$ cat config.mk
export PLATFORM = sky130hd
export DESIGN_NAME = hill_cipher_2x2_core
export DESIGN_NICKNAME = d
export VERILOG_FILES = /design/src/rtl/hcc_pkg.sv /design/src/rtl/hcc_front.sv /design/src/rtl/hcc_fifo.sv /design/src/rtl/hcc_back.sv /design/src/rtl/hill_cipher_2x2_core.sv
export SDC_FILE = /design/constraint.sdc
export NUM_CORES = 1
export LEC_CHECK = 0
export BUFFER_PORTS_ARGS = -buffer_cell sky130_fd_sc_hd__buf_2
export CAP_MARGIN = 20
export CORE_ASPECT_RATIO = 1.5
export CORE_MARGIN = 4
export CORE_UTILIZATION = 61
export DETAILED_ROUTE_END_ITERATION = 8
export GPL_TIMING_DRIVEN = 0
export PLACE_DENSITY = 0.78
export SLEW_MARGIN = 20
export SYNTH_ARGS = -nofsm -noshare
export SYNTH_HDL_FRONTEND = slang
export SYNTH_HIERARCHICAL = 1
export SYNTH_SLANG_ARGS = --single-unit
$ cat constraint.sdc
create_clock -name clk_i -period 7.6 [get_ports clk_i]
set_clock_uncertainty 0.05 [all_clocks]
set_input_delay 1.9 -clock clk_i [delete_from_list [all_inputs] [get_ports clk_i]]
set_output_delay 1.9 -clock clk_i [all_outputs]
set_load 0.02 [all_outputs]
$ cat src/rtl/hcc_pkg.sv
// Shared types, constants and modulo-26 helpers for the 2x2 Hill cipher core.
package hcc_pkg;

  localparam int unsigned LetterW    = 5;
  localparam int unsigned Modulus    = 26;
  localparam int unsigned CfgIdxW    = 3;
  localparam int unsigned CfgDataW   = 5;
  localparam int unsigned QueueDepth = 2;
  // floor(v / 26) == (v * Recip26) >> 16 for every v below 2048
  localparam int unsigned Recip26    = 2521;

  typedef enum logic [CfgIdxW-1:0] {
    CFG_KEY_R0C0 = 3'd0,
    CFG_KEY_R0C1 = 3'd1,
    CFG_KEY_R1C0 = 3'd2,
    CFG_KEY_R1C1 = 3'd3,
    CFG_DECRYPT  = 3'd4
  } cfg_idx_e;

  // Key entries already reduced modulo 26
  typedef struct packed {
    logic [LetterW-1:0] m00;
    logic [LetterW-1:0] m01;
    logic [LetterW-1:0] m10;
    logic [LetterW-1:0] m11;
    logic               decrypt;
  } key_t;

  // Queue entry from front end to back end
  typedef struct packed {
    logic               odd;
    logic               eom;
    logic [LetterW-1:0] x;
    logic [LetterW-1:0] y;
  } cmd_t;

  function automatic logic [LetterW-1:0] red5(logic [LetterW-1:0] v);
    logic [LetterW-1:0] r;
    r = (v >= LetterW'(Modulus)) ? v - LetterW'(Modulus) : v;
    return r;
  endfunction

  function automatic logic [LetterW-1:0] mod26(logic [10:0] v);
    logic [22:0] p;
    logic [6:0]  q;
    logic [11:0] qm;
    logic [11:0] r;
    p  = 23'(v) * 23'(Recip26);
    q  = p[22:16];
    qm = 12'(q) * 12'(Modulus);
    r  = 12'(v) - qm;
    return r[LetterW-1:0];
  endfunction

  // Returns {valid, inverse}; valid is low when no inverse exists
  function automatic logic [LetterW:0] inv26(logic [LetterW-1:0] d);
    logic [LetterW:0] r;
    case (d)
      5'd1:    r = {1'b1, 5'd1};
      5'd3:    r = {1'b1, 5'd9};
      5'd5:    r = {1'b1, 5'd21};
      5'd7:    r = {1'b1, 5'd15};
      5'd9:    r = {1'b1, 5'd3};
      5'd11:   r = {1'b1, 5'd19};
      5'd15:   r = {1'b1, 5'd7};
      5'd17:   r = {1'b1, 5'd23};
      5'd19:   r = {1'b1, 5'd11};
      5'd21:   r = {1'b1, 5'd5};
      5'd23:   r = {1'b1, 5'd17};
      5'd25:   r = {1'b1, 5'd25};
      default: r = '0;
    endcase
    return r;
  endfunction

endpackage

$ cat src/rtl/hcc_front.sv
// Front end: accepts letters, pairs them up and queues pair or odd-drop commands.
module hcc_front (
  input  logic                         clk_i,
  input  logic                         rst_ni,
  input  logic                         in_valid_i,
  output logic                         in_stall_o,
  input  logic [hcc_pkg::LetterW-1:0]  letter_in_i,
  input  logic                         end_of_message_i,
  input  logic                         q_full_i,
  output logic                         q_push_o,
  output hcc_pkg::cmd_t                q_data_o
);

  logic                        holding_q;
  logic [hcc_pkg::LetterW-1:0] held_q;
  logic                        accept;

  assign in_stall_o = q_full_i;
  assign accept     = in_valid_i && !q_full_i;

  // A second letter completes a pair; a lone final letter becomes a drop marker
  assign q_push_o      = accept && (holding_q || end_of_message_i);
  assign q_data_o.odd  = !holding_q;
  assign q_data_o.eom  = end_of_message_i;
  assign q_data_o.x    = held_q;
  assign q_data_o.y    = hcc_pkg::red5(letter_in_i);

  always_ff @(posedge clk_i or negedge rst_ni) begin
    if (!rst_ni) begin
      holding_q <= 1'b0;
    end else if (accept) begin
      if (holding_q) begin
        holding_q <= 1'b0;
      end else if (!end_of_message_i) begin
        holding_q <= 1'b1;
      end
    end
  end

  always_ff @(posedge clk_i) begin
    if (accept && !holding_q) begin
      held_q <= hcc_pkg::red5(letter_in_i);
    end
  end

endmodule

$ cat src/rtl/hcc_fifo.sv
// Command queue between front end and back end, show-ahead read.
module hcc_fifo #(
  parameter int unsigned Depth = hcc_pkg::QueueDepth
) (
  input  logic          clk_i,
  input  logic          rst_ni,
  input  logic          push_i,
  input  hcc_pkg::cmd_t push_data_i,
  input  logic          pop_i,
  output hcc_pkg::cmd_t pop_data_o,
  output logic          full_o,
  output logic          empty_o
);

  localparam int unsigned PtrW = (Depth > 1) ? $clog2(Depth) : 1;
  localparam int unsigned CntW = $clog2(Depth + 1);

  hcc_pkg::cmd_t  mem_q [Depth];
  logic [PtrW-1:0] wr_ptr_q;
  logic [PtrW-1:0] rd_ptr_q;
  logic [CntW-1:0] cnt_q;

  assign full_o     = (cnt_q == CntW'(Depth));
  assign empty_o    = (cnt_q == '0);
  assign pop_data_o = mem_q[rd_ptr_q];

  always_ff @(posedge clk_i or negedge rst_ni) begin
    if (!rst_ni) begin
      wr_ptr_q <= '0;
      rd_ptr_q <= '0;
      cnt_q    <= '0;
    end else begin
      if (push_i) begin
        wr_ptr_q <= (wr_ptr_q == PtrW'(Depth - 1)) ? '0 : wr_ptr_q + 1'b1;
      end
      if (pop_i) begin
        rd_ptr_q <= (rd_ptr_q == PtrW'(Depth - 1)) ? '0 : rd_ptr_q + 1'b1;
      end
      case ({push_i, pop_i})
        2'b10:   cnt_q <= cnt_q + 1'b1;
        2'b01:   cnt_q <= cnt_q - 1'b1;
        default: cnt_q <= cnt_q;
      endcase
    end
  end

  always_ff @(posedge clk_i) begin
    if (push_i) begin
      mem_q[wr_ptr_q] <= push_data_i;
    end
  end

endmodule

$ cat src/rtl/hcc_back.sv
// Back end: shared multiply-reduce unit that inverts the key and transforms pairs.
module hcc_back (
  input  logic                         clk_i,
  input  logic                         rst_ni,
  input  hcc_pkg::key_t                key_i,
  input  logic                         q_empty_i,
  input  hcc_pkg::cmd_t                q_data_i,
  output logic                         q_pop_o,
  output logic                         out_valid_o,
  input  logic                         out_stall_i,
  output logic [hcc_pkg::LetterW-1:0]  letter_out_o,
  output logic                         last_out_o,
  output logic                         odd_dropped_o,
  output logic                         key_error_o
);

  localparam int unsigned W = hcc_pkg::LetterW;

  typedef enum logic [2:0] {
    B_IDLE,
    B_MUL,
    B_RED,
    B_EMIT0,
    B_EMIT1
  } state_e;

  typedef enum logic [2:0] {
    OP_DET,
    OP_INV00,
    OP_INV01,
    OP_INV10,
    OP_INV11,
    OP_OUT0,
    OP_OUT1
  } op_e;

  state_e       state_q;
  op_e          op_q;
  logic [10:0]  sum_q;
  logic [W-1:0] dinv_q;
  logic [W-1:0] n00_q, n01_q, n10_q, n11_q;
  logic [W-1:0] x_q, y_q;
  logic [W-1:0] l0_q, l1_q;
  logic         last_q, odd_q, err_q;
  logic         out_valid_q;
  logic [W-1:0] letter_q;
  logic         last_out_q, odd_out_q, err_out_q;

  logic [W:0]   a, c;
  logic [W-1:0] b, d;
  logic [W:0]   neg01, neg10;
  logic [10:0]  sum_d;
  logic [W-1:0] red;
  logic [W:0]   inv;
  logic         can_push;
  logic         emit;

  assign neg01 = (W + 1)'(hcc_pkg::Modulus) - (W + 1)'(key_i.m01);
  assign neg10 = (W + 1)'(hcc_pkg::Modulus) - (W + 1)'(key_i.m10);

  // Operand select; the minus terms use 26 - m, which reduces to the same residue
  always_comb begin
    a = '0;
    b = '0;
    c = '0;
    d = '0;
    case (op_q)
      OP_DET: begin
        a = (W + 1)'(key_i.m00);
        b = key_i.m11;
        c = neg01;
        d = key_i.m10;
      end
      OP_INV00: begin
        a = (W + 1)'(key_i.m11);
        b = dinv_q;
      end
      OP_INV01: begin
        a = neg01;
        b = dinv_q;
      end
      OP_INV10: begin
        a = neg10;
        b = dinv_q;
      end
      OP_INV11: begin
        a = (W + 1)'(key_i.m00);
        b = dinv_q;
      end
      OP_OUT0: begin
        a = (W + 1)'(n00_q);
        b = x_q;
        c = (W + 1)'(n01_q);
        d = y_q;
      end
      OP_OUT1: begin
        a = (W + 1)'(n10_q);
        b = x_q;
        c = (W + 1)'(n11_q);
        d = y_q;
      end
      default: begin
        a = '0;
      end
    endcase
  end

  assign sum_d    = (11'(a) * 11'(b)) + (11'(c) * 11'(d));
  assign red      = hcc_pkg::mod26(sum_q);
  assign inv      = hcc_pkg::inv26(red);
  assign can_push = !out_valid_q || !out_stall_i;
  assign emit     = ((state_q == B_EMIT0) || (state_q == B_EMIT1)) && can_push;
  assign q_pop_o  = (state_q == B_IDLE) && !q_empty_i;

  assign out_valid_o   = out_valid_q;
  assign letter_out_o  = letter_q;
  assign last_out_o    = last_out_q;
  assign odd_dropped_o = odd_out_q;
  assign key_error_o   = err_out_q;

  always_ff @(posedge clk_i or negedge rst_ni) begin
    if (!rst_ni) begin
      state_q     <= B_IDLE;
      op_q        <= OP_DET;
      sum_q       <= '0;
      dinv_q      <= '0;
      n00_q       <= '0;
      n01_q       <= '0;
      n10_q       <= '0;
      n11_q       <= '0;
      x_q         <= '0;
      y_q         <= '0;
      l0_q        <= '0;
      l1_q        <= '0;
      last_q      <= 1'b0;
      odd_q       <= 1'b0;
      err_q       <= 1'b0;
      out_valid_q <= 1'b0;
      letter_q    <= '0;
      last_out_q  <= 1'b0;
      odd_out_q   <= 1'b0;
      err_out_q   <= 1'b0;
    end else begin
      if (out_valid_q && !out_stall_i && !emit) begin
        out_valid_q <= 1'b0;
      end
      case (state_q)
        B_IDLE: begin
          if (!q_empty_i) begin
            if (q_data_i.odd) begin
              l1_q    <= '0;
              last_q  <= 1'b1;
              odd_q   <= 1'b1;
              err_q   <= 1'b0;
              state_q <= B_EMIT1;
            end else begin
              last_q  <= q_data_i.eom;
              x_q     <= q_data_i.x;
              y_q     <= q_data_i.y;
              odd_q   <= 1'b0;
              err_q   <= 1'b0;
              n00_q   <= key_i.m00;
              n01_q   <= key_i.m01;
              n10_q   <= key_i.m10;
              n11_q   <= key_i.m11;
              op_q    <= key_i.decrypt ? OP_DET : OP_OUT0;
              state_q <= B_MUL;
            end
          end
        end
        B_MUL: begin
          sum_q   <= sum_d;
          state_q <= B_RED;
        end
        B_RED: begin
          case (op_q)
            OP_DET: begin
              if (inv[W]) begin
                dinv_q  <= inv[W-1:0];
                op_q    <= OP_INV00;
                state_q <= B_MUL;
              end else begin
                // singular key: one error result, pair consumed
                l1_q    <= '0;
                err_q   <= 1'b1;
                state_q <= B_EMIT1;
              end
            end
            OP_INV00: begin
              n00_q   <= red;
              op_q    <= OP_INV01;
              state_q <= B_MUL;
            end
            OP_INV01: begin
              n01_q   <= red;
              op_q    <= OP_INV10;
              state_q <= B_MUL;
            end
            OP_INV10: begin
              n10_q   <= red;
              op_q    <= OP_INV11;
              state_q <= B_MUL;
            end
            OP_INV11: begin
              n11_q   <= red;
              op_q    <= OP_OUT0;
              state_q <= B_MUL;
            end
            OP_OUT0: begin
              l0_q    <= red;
              op_q    <= OP_OUT1;
              state_q <= B_MUL;
            end
            OP_OUT1: begin
              l1_q    <= red;
              state_q <= B_EMIT0;
            end
            default: begin
              state_q <= B_IDLE;
            end
          endcase
        end
        B_EMIT0: begin
          if (can_push) begin
            out_valid_q <= 1'b1;
            letter_q    <= l0_q;
            last_out_q  <= 1'b0;
            odd_out_q   <= 1'b0;
            err_out_q   <= 1'b0;
            state_q     <= B_EMIT1;
          end
        end
        B_EMIT1: begin
          if (can_push) begin
            out_valid_q <= 1'b1;
            letter_q    <= l1_q;
            last_out_q  <= last_q;
            odd_out_q   <= odd_q;
            err_out_q   <= err_q;
            state_q     <= B_IDLE;
          end
        end
        default: begin
          state_q <= B_IDLE;
        end
      endcase
    end
  end

endmodule

$ cat src/rtl/hill_cipher_2x2_core.sv
// Top level of the 2x2 Hill cipher core: key registers, front end, queue, back end.
// Letters (0..25, larger codes reduced mod 26) enter at one per cycle while the
// command queue has room; the first letter of a pair is held and the second
// queues the pair. The back end works one queued command at a time through a
// shared multiply-and-reduce unit that forms each product in state B_MUL and
// reduces it in B_RED: for an encrypted pair the two letters, for a decrypted
// pair first the determinant and four inverse-key entries, then the letters.
// A singular key yields one error result, an odd-drop marker one result with
// no product; output stalls hold the back end in its emit states. Sustained
// throughput is set by the back end. Key and mode registers are read live by
// the back end and must be written only while the core is idle.
module hill_cipher_2x2_core #(
  parameter int unsigned QueueDepth = hcc_pkg::QueueDepth
) (
  input  logic                          clk_i,
  input  logic                          rst_ni,
  input  logic                          in_valid_i,
  output logic                          in_stall_o,
  input  logic [hcc_pkg::LetterW-1:0]   letter_in_i,
  input  logic                          end_of_message_i,
  output logic                          out_valid_o,
  input  logic                          out_stall_i,
  output logic [hcc_pkg::LetterW-1:0]   letter_out_o,
  output logic                          last_out_o,
  output logic                          odd_dropped_o,
  output logic                          key_error_o,
  input  logic                          cfg_valid_i,
  output logic                          cfg_ready_o,
  input  logic [hcc_pkg::CfgIdxW-1:0]   cfg_index_i,
  input  logic [hcc_pkg::CfgDataW-1:0]  cfg_data_i
);

  logic [hcc_pkg::LetterW-1:0] key_r0c0_q, key_r0c1_q, key_r1c0_q, key_r1c1_q;
  logic                        decrypt_q;
  hcc_pkg::key_t               key;
  hcc_pkg::cmd_t               push_data, pop_data;
  logic                        q_push, q_pop, q_full, q_empty;

  assign cfg_ready_o = 1'b1;

  always_ff @(posedge clk_i or negedge rst_ni) begin
    if (!rst_ni) begin
      key_r0c0_q <= hcc_pkg::LetterW'(1);
      key_r0c1_q <= '0;
      key_r1c0_q <= '0;
      key_r1c1_q <= hcc_pkg::LetterW'(1);
      decrypt_q  <= 1'b0;
    end else if (cfg_valid_i && cfg_ready_o) begin
      case (cfg_index_i)
        hcc_pkg::CFG_KEY_R0C0: key_r0c0_q <= cfg_data_i[hcc_pkg::LetterW-1:0];
        hcc_pkg::CFG_KEY_R0C1: key_r0c1_q <= cfg_data_i[hcc_pkg::LetterW-1:0];
        hcc_pkg::CFG_KEY_R1C0: key_r1c0_q <= cfg_data_i[hcc_pkg::LetterW-1:0];
        hcc_pkg::CFG_KEY_R1C1: key_r1c1_q <= cfg_data_i[hcc_pkg::LetterW-1:0];
        hcc_pkg::CFG_DECRYPT:  decrypt_q  <= cfg_data_i[0];
        default: begin
          decrypt_q <= decrypt_q;
        end
      endcase
    end
  end

  assign key.m00     = hcc_pkg::red5(key_r0c0_q);
  assign key.m01     = hcc_pkg::red5(key_r0c1_q);
  assign key.m10     = hcc_pkg::red5(key_r1c0_q);
  assign key.m11     = hcc_pkg::red5(key_r1c1_q);
  assign key.decrypt = decrypt_q;

  hcc_front u_front (
    .clk_i            (clk_i),
    .rst_ni           (rst_ni),
    .in_valid_i       (in_valid_i),
    .in_stall_o       (in_stall_o),
    .letter_in_i      (letter_in_i),
    .end_of_message_i (end_of_message_i),
    .q_full_i         (q_full),
    .q_push_o         (q_push),
    .q_data_o         (push_data)
  );

  hcc_fifo #(
    .Depth (QueueDepth)
  ) u_fifo (
    .clk_i       (clk_i),
    .rst_ni      (rst_ni),
    .push_i      (q_push),
    .push_data_i (push_data),
    .pop_i       (q_pop),
    .pop_data_o  (pop_data),
    .full_o      (q_full),
    .empty_o     (q_empty)
  );

  hcc_back u_back (
    .clk_i         (clk_i),
    .rst_ni        (rst_ni),
    .key_i         (key),
    .q_empty_i     (q_empty),
    .q_data_i      (pop_data),
    .q_pop_o       (q_pop),
    .out_valid_o   (out_valid_o),
    .out_stall_i   (out_stall_i),
    .letter_out_o  (letter_out_o),
    .last_out_o    (last_out_o),
    .odd_dropped_o (odd_dropped_o),
    .key_error_o   (key_error_o)
  );

endmodule

# ---- Word level (Yosys, flattened, before mapping)
# Memory sizes are Yosys's and may differ from the RTL's.
# Cells that the tools add are included.
dict set report totals {
  input_bits 19
  mem_bits_ro 192
  wordCells 203
  register_bits 105
  out_inout_bits 11
  latchBits 0
  n_memories 2
  ramBits 24
}
dict set report classes {
  bitwise_logic 2
  eq_ne 32
  shifts 0
  n_reduce_logical 46
  n_mul 4
  div_mod_pow 0
  addsub 13
  order_cmp 5
  n_mux 69
}
# name depth width rd rd_clocked_by_memory_dff write_ports line
set memory_table {}
lappend memory_table {{(no name shown)} 32 6 1 0 0 hcc_pkg.sv:58} ;# case (d)
lappend memory_table {u_fifo.mem_q 2 12 1 0 1 hcc_fifo.sv:18} ;# hcc_pkg::cmd_t mem_q [Depth];
# cell count
set op_table {}
lappend op_table {{two-way mux 5 bit} 22}
lappend op_table {{case mux 5 bit (2 select lines)} 8}
lappend op_table {{case mux 6 bit (6 select lines)} 1}
lappend op_table {{two-way mux 3 bit} 9}
lappend op_table {{greater-or-equal comparator 5 bit, second input constant} 5}
lappend op_table {{subtractor 5 bit, second input constant} 5}
lappend op_table {{multiplier 11 x 12 -> 23 bit, second input constant} 1}
lappend op_table {{multiplier 6 x 5 -> 11 bit} 2}
lappend op_table {{AND reduction 4 bit} 5}
lappend op_table {{equality test 3 x 2 -> 1 bit, second input constant} 6}
lappend op_table {{two-way mux 1 bit} 18}
lappend op_table {{case mux 3 bit (6 select lines)} 1}
lappend op_table {{case mux 6 bit (3 select lines)} 1}
lappend op_table {{equality test 3 bit, second input constant} 5}
lappend op_table {{case mux 3 bit (5 select lines)} 1}
lappend op_table {{case mux 5 bit (3 select lines)} 1}
lappend op_table {{inequality test 2 x 1 -> 1 bit, second input constant} 7}
lappend op_table {{AND reduction 2 bit} 7}
lappend op_table {{AND reduction 3 bit} 4}
lappend op_table {{subtractor 5 x 5 -> 6 bit, first input constant} 2}
lappend op_table {{adder 11 bit} 1}
lappend op_table {{AND reduction 5 bit} 2}
lappend op_table {{equality test 3 x 1 -> 1 bit, second input constant} 3}
lappend op_table {{logical NOT 3 bit} 3}
lappend op_table {{25 further kinds} 51}

# ---- Depth between registers and ports, before layout
# Gate-level depths: netlist (run 1).
dict set report logic_depth {
  ltp_word 8
  depth_mapped 30
  mapped_depth_nobuf 29
}

# ---- Modules after synthesis
# Netlist (run 1), hierarchy kept.
# mod cells_per_inst instances area_each_um2
set modules_own_cells {}
lappend modules_own_cells {hcc_back 890 1 8055.2}
lappend modules_own_cells {hill_cipher_2x2_core 118 1 1179.9}
lappend modules_own_cells {hcc_fifo 53 1 1053.5}
lappend modules_own_cells {hcc_front 29 1 317.8}

# ---- Least setup slack after synthesis (run 1)
# OpenSTA, ideal clock, no wires.
dict set report synth_path {
  path_kind {register to register}
  from {register u_back.sum_q[5]}
  to {register u_back.dinv_q[2]}
  arrival_ns 6.703
  period_less_slack_ns 6.879
  slack_ns 0.721
  setup_time_ns 0.125
  stages_incl_launch_ff 30
  path_cell_list {dfrtp_1 -> inv_1 -> fa_1 -> fa_1 -> inv_1 -> fa_1 -> inv_1 -> fa_1 -> fa_1 -> inv_1 -> ha_1 -> a21o_1 -> a221oi_2 -> a21boi_0 -> nand2_1 -> nand2_1 -> a21oi_1 -> xnor2_1 -> ha_1 -> inv_1 -> ha_1 -> a21oi_1 -> xnor3_1 -> o21a_1 -> o21a_1 -> or2_1 -> buf_6 -> mux2_4 -> nand3_2 -> o21ai_2}
}
dict set report synth_between {
  elab_chain_cells 5
}
# element line
set synth_rtl {}
lappend synth_rtl {{start: declaration} hcc_back.sv:39} ;# logic [10:0] sum_q;
lappend synth_rtl {{start signal: assignment} hcc_back.sv:172} ;# sum_q <= sum_d;
lappend synth_rtl {{multiplier 11 x 12 -> 23 bit (*)} hcc_pkg.sv:48} ;# p = 23'(v) * 23'(Recip26);
lappend synth_rtl {{multiplier 7 x 4 -> 4 bit (*)} hcc_pkg.sv:50} ;# qm = 12'(q) * 12'(Modulus);
lappend synth_rtl {{subtractor 5 bit (*)} hcc_pkg.sv:51} ;# r = 12'(v) - qm;
lappend synth_rtl {{memory (32 x 6 bit) (*)} -}
lappend synth_rtl {{AND reduction 3 bit (no source line)} -}
lappend synth_rtl {{end signal: assignment} hcc_back.sv:179} ;# dinv_q <= inv[W-1:0];
lappend synth_rtl {{end: declaration} hcc_back.sv:40} ;# logic [W-1:0] dinv_q;
# Every way passes the cells marked *; elsewhere a longest branch is shown, timed or not.
# A chain may end at the register's enable or synchronous reset.

# ---- Worst setup path after layout (run 1)
dict set report layout_path {
  from {register u_back.sum_q[2]}
  to {register u_back.dinv_q[3]}
}
dict set report layout_between {
  elab_chain_cells 5
}
# element line
set layout_rtl {}
lappend layout_rtl {{multiplier 11 x 12 -> 23 bit} hcc_pkg.sv:48}
lappend layout_rtl {{multiplier 7 x 4 -> 4 bit} hcc_pkg.sv:50}
lappend layout_rtl {{subtractor 5 bit (*)} hcc_pkg.sv:51}
lappend layout_rtl {{memory (32 x 6 bit) (*)} -}
lappend layout_rtl {{AND reduction 3 bit (no source line)} -}
# Marked as above.

==> results.sh, run 1 <==
export IMPL_outcome="finished clean"
export IMPL_crit_family="adder cells"
export IMPL_synth_flop_cell="dfrtp_1"
export IMPL_final_cell_mix="inv_1 (141), ha_1 (102), nand2_1 (100)"
export IMPL_pin_count=30
export IMPL_hold_depth=0
export IMPL_syn_inst=1090
export IMPL_drv_cap=0
export IMPL_cts_buffer_depth=2
export IMPL_cts_htree_levels=4
export IMPL_finalSetupViolCount=0
export IMPL_r2r_end="u_back/dinv_q[3]"
export IMPL_die_y_um=169
export IMPL_finalCritPeriodShare_pct=94.7
export IMPL_final_common_cell="inv_1"
export IMPL_ys_types=72
export IMPL_path_buf_inv=5
export IMPL_grt_first_pass_wirelength_um=41200
export IMPL_dpl_cell_count=1329
export IMPL_cts_tree="built"
export IMPL_cp_required_ps=7850
export IMPL_portBuffers=28
export IMPL_final_antenna_net_count=0
export IMPL_holdBufCountCts=0
export IMPL_row_count=58
export IMPL_wl_met1_um=9370
export IMPL_max_stage_delay_ps=810
export IMPL_place_congestion=1.02
export IMPL_drc=0
export IMPL_tightestPinTransition_ps=1060
export IMPL_ys_warn_count=6
export IMPL_worst_hold_slack_ps=397
export IMPL_dpl_cell_area_um2=11000
export IMPL_holdCritPathClass="flip-flop to flip-flop"
export IMPL_seq_area_frac_synth_pct=31.8
export IMPL_rr_worst_depth=27
export IMPL_min_delay_start="u_front/held_q[4]"
export IMPL_synth_seq_cells=129
export IMPL_worstSetupPathType="flip-flop to flip-flop"
export IMPL_routed_wl_um=25300
export IMPL_cts_sinks=129
export IMPL_placeableCoreArea_um2=16900
export IMPL_fin_crit_ps=7200
export IMPL_finalMaxSlewViolations=0
export IMPL_drt_iter0_drc=536
export IMPL_die_x_um=116
export IMPL_floorplan_initialDensity_pct=62.7
export IMPL_avgSynthCellArea_um2=9.73
export IMPL_critPathMaxFanout=7
export IMPL_clkSlewWorstSetupHoldPaths_ps=60
export IMPL_tns_ps=0
export IMPL_fmax_mhz=139
export IMPL_cts_root_buf="clkbuf_16"
export IMPL_wl_met3_um=923
export IMPL_die_area_um2=19600
export IMPL_syn_nets=1286
export IMPL_timing_max_slew_rel_slack_pct=28.8
export IMPL_syn_to_final_growth_pct=11.1
export IMPL_min_to="u_fifo/mem_q[1][9]"
export IMPL_diodes=0
export IMPL_rsz0062_at_grt="no"
export IMPL_viasPerCell=5.89
export IMPL_worstSetupStartpointType="flip-flop"
export IMPL_grt_max_degree=80
export IMPL_r2r_slack_ps=400
export IMPL_synthArstFlopShare_pct=77.5
export IMPL_post_drt_wl_per_cell_um=18.4
export IMPL_met2_length_um=13500
export IMPL_finalHoldViolCount=0
export IMPL_cts_buffers=17
export IMPL_final_area_um2=11800
export IMPL_clock_latency_ps=420
export IMPL_end_kind="flip-flop"
export IMPL_final_layout_size_suffix_gt1_share_pct=13.7
export IMPL_grt_total_usage_pct=27.0
export IMPL_gr_total_overflow=0
export IMPL_top_layer="met4"
export IMPL_arrival_ps=7450
export IMPL_dp_hpwl_um=19900
export IMPL_slowest_stage="xnor2_1"
export IMPL_syn_cell_area_um2=10600
export IMPL_via_count=8091
export IMPL_instances_no_fill=1374
export IMPL_synth_edff_count=29
export IMPL_worstReg2RegStart="u_back/sum_q[2]"
export IMPL_antenna_found_initial=0
export IMPL_fin_nets=1347
export IMPL_grt_pass1_vias=8404
export IMPL_drtPass1Iterations=5
## through the flow
stage | setup slack [ps] | util [%]
2_1_floorplan | 721 | -
3_3_place_gp | 106 | 65.1
3_5_place_dp | 46.6 | 65.3
4_1_cts | 23.4 | 68.9
5_1_grt | 69.8 | 69.7
6_report | 400 | 69.7
## layout make-up
cell class / count / area (um2)
Multi-Input combinational cell: 780 / 6530
Fill cell: 1312 / 5130
Sequential cell: 129 / 3380
Inverter: 143 / 537
Clock buffer: 17 / 425
Timing Repair Buffer: 42 / 272
Tap cell: 210 / 263
Clock inverter: 15 / 189
Buffer: 38 / 178
## how the worst max path moves through the flow
stage / start / endpoint / cells after the start
3_5_place_dp: u_back/sum_q[5] / u_back/n01_q[4] / 30
6_report: u_back/sum_q[2] / u_back/dinv_q[3] / 27
4_1_cts: u_back/sum_q[5] / u_back/n01_q[4] / 30
5_1_grt: u_back/sum_q[2] / u_back/dinv_q[3] / 27
2_1_floorplan: u_back/sum_q[5] / u_back/dinv_q[2] / 29
3_3_place_gp: u_back/sum_q[5] / u_back/n01_q[4] / 30
## sequential cells by signal, summed over array words and instances, names as in the netlist, 2 cells and up
register and cells:
u_back/n01_q 5, key_r1c1_q 5, u_back/n00_q 5, u_back/letter_out_o 5, u_back/n10_q 5, u_back/sum_q 11
u_back/x_q 5, key_r1c0_q 5, u_back/n11_q 5, key_r0c1_q 5, u_fifo/mem_q 24, u_front/held_q 5
u_back/l0_q 5, u_back/y_q 5, key_r0c0_q 5, u_fifo/cnt_q 2, u_back/dinv_q 5, u_back/l1_q 5
u_back/op_q 3, u_back/state_q 3
## cells in the mapped netlist, drive strengths merged (13+ instances only)
| cell | instances | area (um2) |
|---|---|---|
| o21a | 18 | 135 |
| xor2 | 13 | 114 |
| and2 | 13 | 82.6 |
| nor2 | 85 | 324 |
| a22oi | 13 | 97.6 |
| o21ai | 70 | 358 |
| edfxtp | 29 | 871 |
| clkbuf | 23 | 87.6 |
| fa | 75 | 1500 |
| nor2b | 16 | 100 |
| buf | 15 | 90.1 |
| xnor2 | 24 | 218 |
| dfrtp | 98 | 2450 |
| a21oi | 64 | 320 |
| ha | 102 | 1280 |
| mux2 | 41 | 469 |
| inv | 143 | 537 |
| nand2 | 100 | 375 |
## repair_timing
item | CTS | global route
resized for setup | 0 | 11
setup buffers | 0 | 13
setup endpoints to repair | 0 | 19
## cells by family (layout without fill, tap and decap cells)
kind of cell | after synthesis | in the layout | synth area share, %
and+or+nand+nor | 274 | 274 | 12.2
xor gates and xnor gates | 38 | 38 | 3.34
AOI/OAI and AO/OA | 240 | 240 | 14.2
adders and majority gates | 177 | 177 | 26.2
buffers and inverters | 181 | 255 | 6.74
DFF | 129 | 129 | 31.8
other | 1 | 1 | 0.0354
muxes | 50 | 50 | 5.43
## routing by layer
metal | vias to the layer above | track usage (%)
li1 | 3820 | -
met1 | 3928 | 29.7
met2 | 247 | 49.3
met3 | 96 | 3.85
met4 | 0 | 14.9
met5 | - | 0
Power of run 1 is not shown: default switching activity piles up to over one toggle a cycle in this logic, so the estimate is an artifact.
==> run 2: changes to the inputs <==
--- a/config.mk
+++ b/config.mk
@@ -5,6 +5,7 @@
 export SDC_FILE = /design/constraint.sdc
 export NUM_CORES = 1
 export LEC_CHECK = 0
+export ABC_AREA = 1
 export BUFFER_PORTS_ARGS = -buffer_cell sky130_fd_sc_hd__buf_2
 export CAP_MARGIN = 20
 export CORE_ASPECT_RATIO = 1.5
==> run 2 against run 1 <==
  * Hold slack improved by 4.5 ps
  * Utilization fell by 1.5 points
  * Area after synthesis rose by 2.9%
  * Die area rose by 2.7%
  * Flip-flop and latch count did not move
  * Via count rose by 9.7%
  * Count of clock-buffer cells in the layout did not move
==> results.sh, run 2 <==
export IMPL_post_drt_wl_per_cell_um=15.5
export IMPL_gr_total_overflow=0
export IMPL_synthTopCellsByCount="nand2_1 (334), inv_1 (290), ha_1 (102)"
export IMPL_holdCritPathClass="flip-flop to flip-flop"
export IMPL_cts_buffers=17
export IMPL_largestRegisters="u_fifo/mem_q (24), u_back/sum_q (11)"
export IMPL_antenna_found_initial=0
export IMPL_portBuffers=28
export IMPL_die_y_um=172
export IMPL_max_flop_register="u_fifo/mem_q"
export IMPL_diodes=0
export IMPL_avgSynthCellArea_um2=8.03
export IMPL_synth_edff_count=29
export IMPL_largest_register_ffs=24
export IMPL_final_antenna_net_count=0
export IMPL_synth_area_leaders="dfrtp_1 (22%), fa_1 (14%), ha_1 (12%)"
export IMPL_max_stage_delay_ps=560
export IMPL_worstReg2RegStart="u_back/op_q[1]"
export IMPL_outcome="finished clean"
export IMPL_final_cell_mix="nand2_1 (334), inv_1 (290), ha_1 (102)"
export IMPL_floorplan_initialDensity_pct=62.4
export IMPL_drv_cap=0
export IMPL_final_common_cell="nand2_1"
export IMPL_worstSetupPathType="flip-flop to flip-flop"
export IMPL_clock_latency_ps=410
export IMPL_syn_to_final_growth_pct=9.28
export IMPL_grt_first_pass_wirelength_um=42100
export IMPL_row_count=59
export IMPL_finalSetupViolCount=0
export IMPL_die_x_um=117
export IMPL_syn_nets=1555
export IMPL_cp_required_ps=7830
export IMPL_cts_tree="built"
export IMPL_finalCritPeriodShare_pct=94.0
export IMPL_cts_htree_levels=4
export IMPL_fillers=1457
export IMPL_path_buf_inv=8
export IMPL_drc=0
export IMPL_synth_flop_cell="dfrtp_1"
export IMPL_cts_sinks=129
export IMPL_tns_ps=0
export IMPL_synth_most_common_cell="nand2_1"
export IMPL_cp_startpoint="u_back/op_q[1]"
export IMPL_slowest_stage="fa_1"
export IMPL_die_area_um2=20100
export IMPL_grt_total_usage_pct=26.7
export IMPL_multi_input_area_um2=6310
export IMPL_tightestPinTransition_ps=1070
export IMPL_via_count=8873
export IMPL_holdBufCountCts=0
export IMPL_finalMaxSlewViolations=0
export IMPL_viasPerCell=5.43
export IMPL_drtPass1Iterations=6
export IMPL_finalHoldViolCount=0
export IMPL_grt_max_degree=53
export IMPL_syn_cell_area_um2=10900
export IMPL_seq_area_frac_synth_pct=30.9
export IMPL_place_congestion=0.977
export IMPL_yosys_area_top_type="dfrtp_1"
export IMPL_fin_crit_ps=7140
export IMPL_cts_buffer_depth=2
export IMPL_critPathMaxFanout=10
export IMPL_final_layout_size_suffix_gt1_share_pct=8.73
export IMPL_placeableCoreArea_um2=17500
export IMPL_worstSetupStartpointType="flip-flop"
export IMPL_synth_seq_cells=129
export IMPL_pin_count=30
export IMPL_end_kind="flip-flop"
export IMPL_synthArstFlopShare_pct=77.5
export IMPL_ff_latch_area_um2=3380
export IMPL_postCtsSetupRepairBufs=0
export IMPL_cts_root_buf="clkbuf_16"
export IMPL_dp_hpwl_um=20500
export IMPL_arrival_ps=7370
export IMPL_grt_pass1_vias=9003
export IMPL_syn_inst=1359
export IMPL_fin_nets=1603
export IMPL_timing_max_slew_rel_slack_pct=28.1
export IMPL_clkSlewWorstSetupHoldPaths_ps=70
export IMPL_ys_types=49
export IMPL_drt_iter0_drc=426
export IMPL_min_delay_start="u_front/held_q[0]"
export IMPL_routed_wl_um=25300
export IMPL_ys_warn_count=6
export IMPL_crit_path_frequent_cell="inv_1"
export IMPL_worst_hold_slack_ps=402
export IMPL_fmax_mhz=140
export IMPL_crit_family="adder cells"
export IMPL_yosysTopAreaCellShare_pct=22.5
export IMPL_rsz0062_at_grt="no"
[run 2: area by class of cell]
cell class	count	area share [%]
tap	213	2.23
clock buffer	17	3.57
sequential	129	28.3
multi-input combinational	912	52.9
inverter	299	9.41
timing repair buffer	29	1.46
buffer	19	0.944
clock inverter	15	1.19
[run 2: per-layer routing]
metal,up-vias,global-route usage (%),share of wire [%]
met5,-,0,0
met4,0,13.4,4.9
met3,61,3.24,2.8
met2,214,50.5,55
met1,4222,28.2,37
li1,4376,-,-
[run 2: worst paths after layout]
check	endpoint	slack, ps	cells after the start
max in group asynchronous	u_back/sum_q[5]	5530	2
setup reg to reg	u_back/sum_q[9]	460	28
setup / recovery	u_back/sum_q[9]	460	28
hold / removal	u_fifo/mem_q[1][5]	400	0
min in group asynchronous	key_r0c1_q[3]	1350	1
hold reg to reg	u_fifo/mem_q[1][5]	400	0
[run 2: worst reg2reg max path, delay by kind of cell, from the launching register on]
kind            cells  cell delay, ps
compound gates      6            1250
simple gates        7            1350
xor+xnor            1             130
buf+inv             8             850
flops               1             430
fa+ha+maj           6            2970
[run 2: what timing repair did]
action                     4_1_cts  5_1_grt
resized for setup                0        1
setup endpoints to repair        0        2
hold endpoints to repair         0        0
[run 2: per-stage QoR]
stage	cells	utilization, %	setup WS (ps)	cell area, um2
2_1_floorplan	1359	-	1220	10900
3_3_place_gp	1600	64.7	476	11300
3_5_place_dp	1601	64.9	353	11400
4_1_cts	1633	68.1	336	11900
5_1_grt	1633	68.2	20.5	11900
6_report	1633	68.2	456	11900
[run 2: cell families after synthesis]
kind of cell	synth area share, %
XOR/XNOR	1.20
AO/OA/AOI/OAI	10.6
adder cells (fa/ha/maj)	25.4
flip-flops	30.9
other	0.0344
buffers and inverters	11.3
AND/OR/NAND/NOR	20.5
Power of run 2 is left out for the same reason.
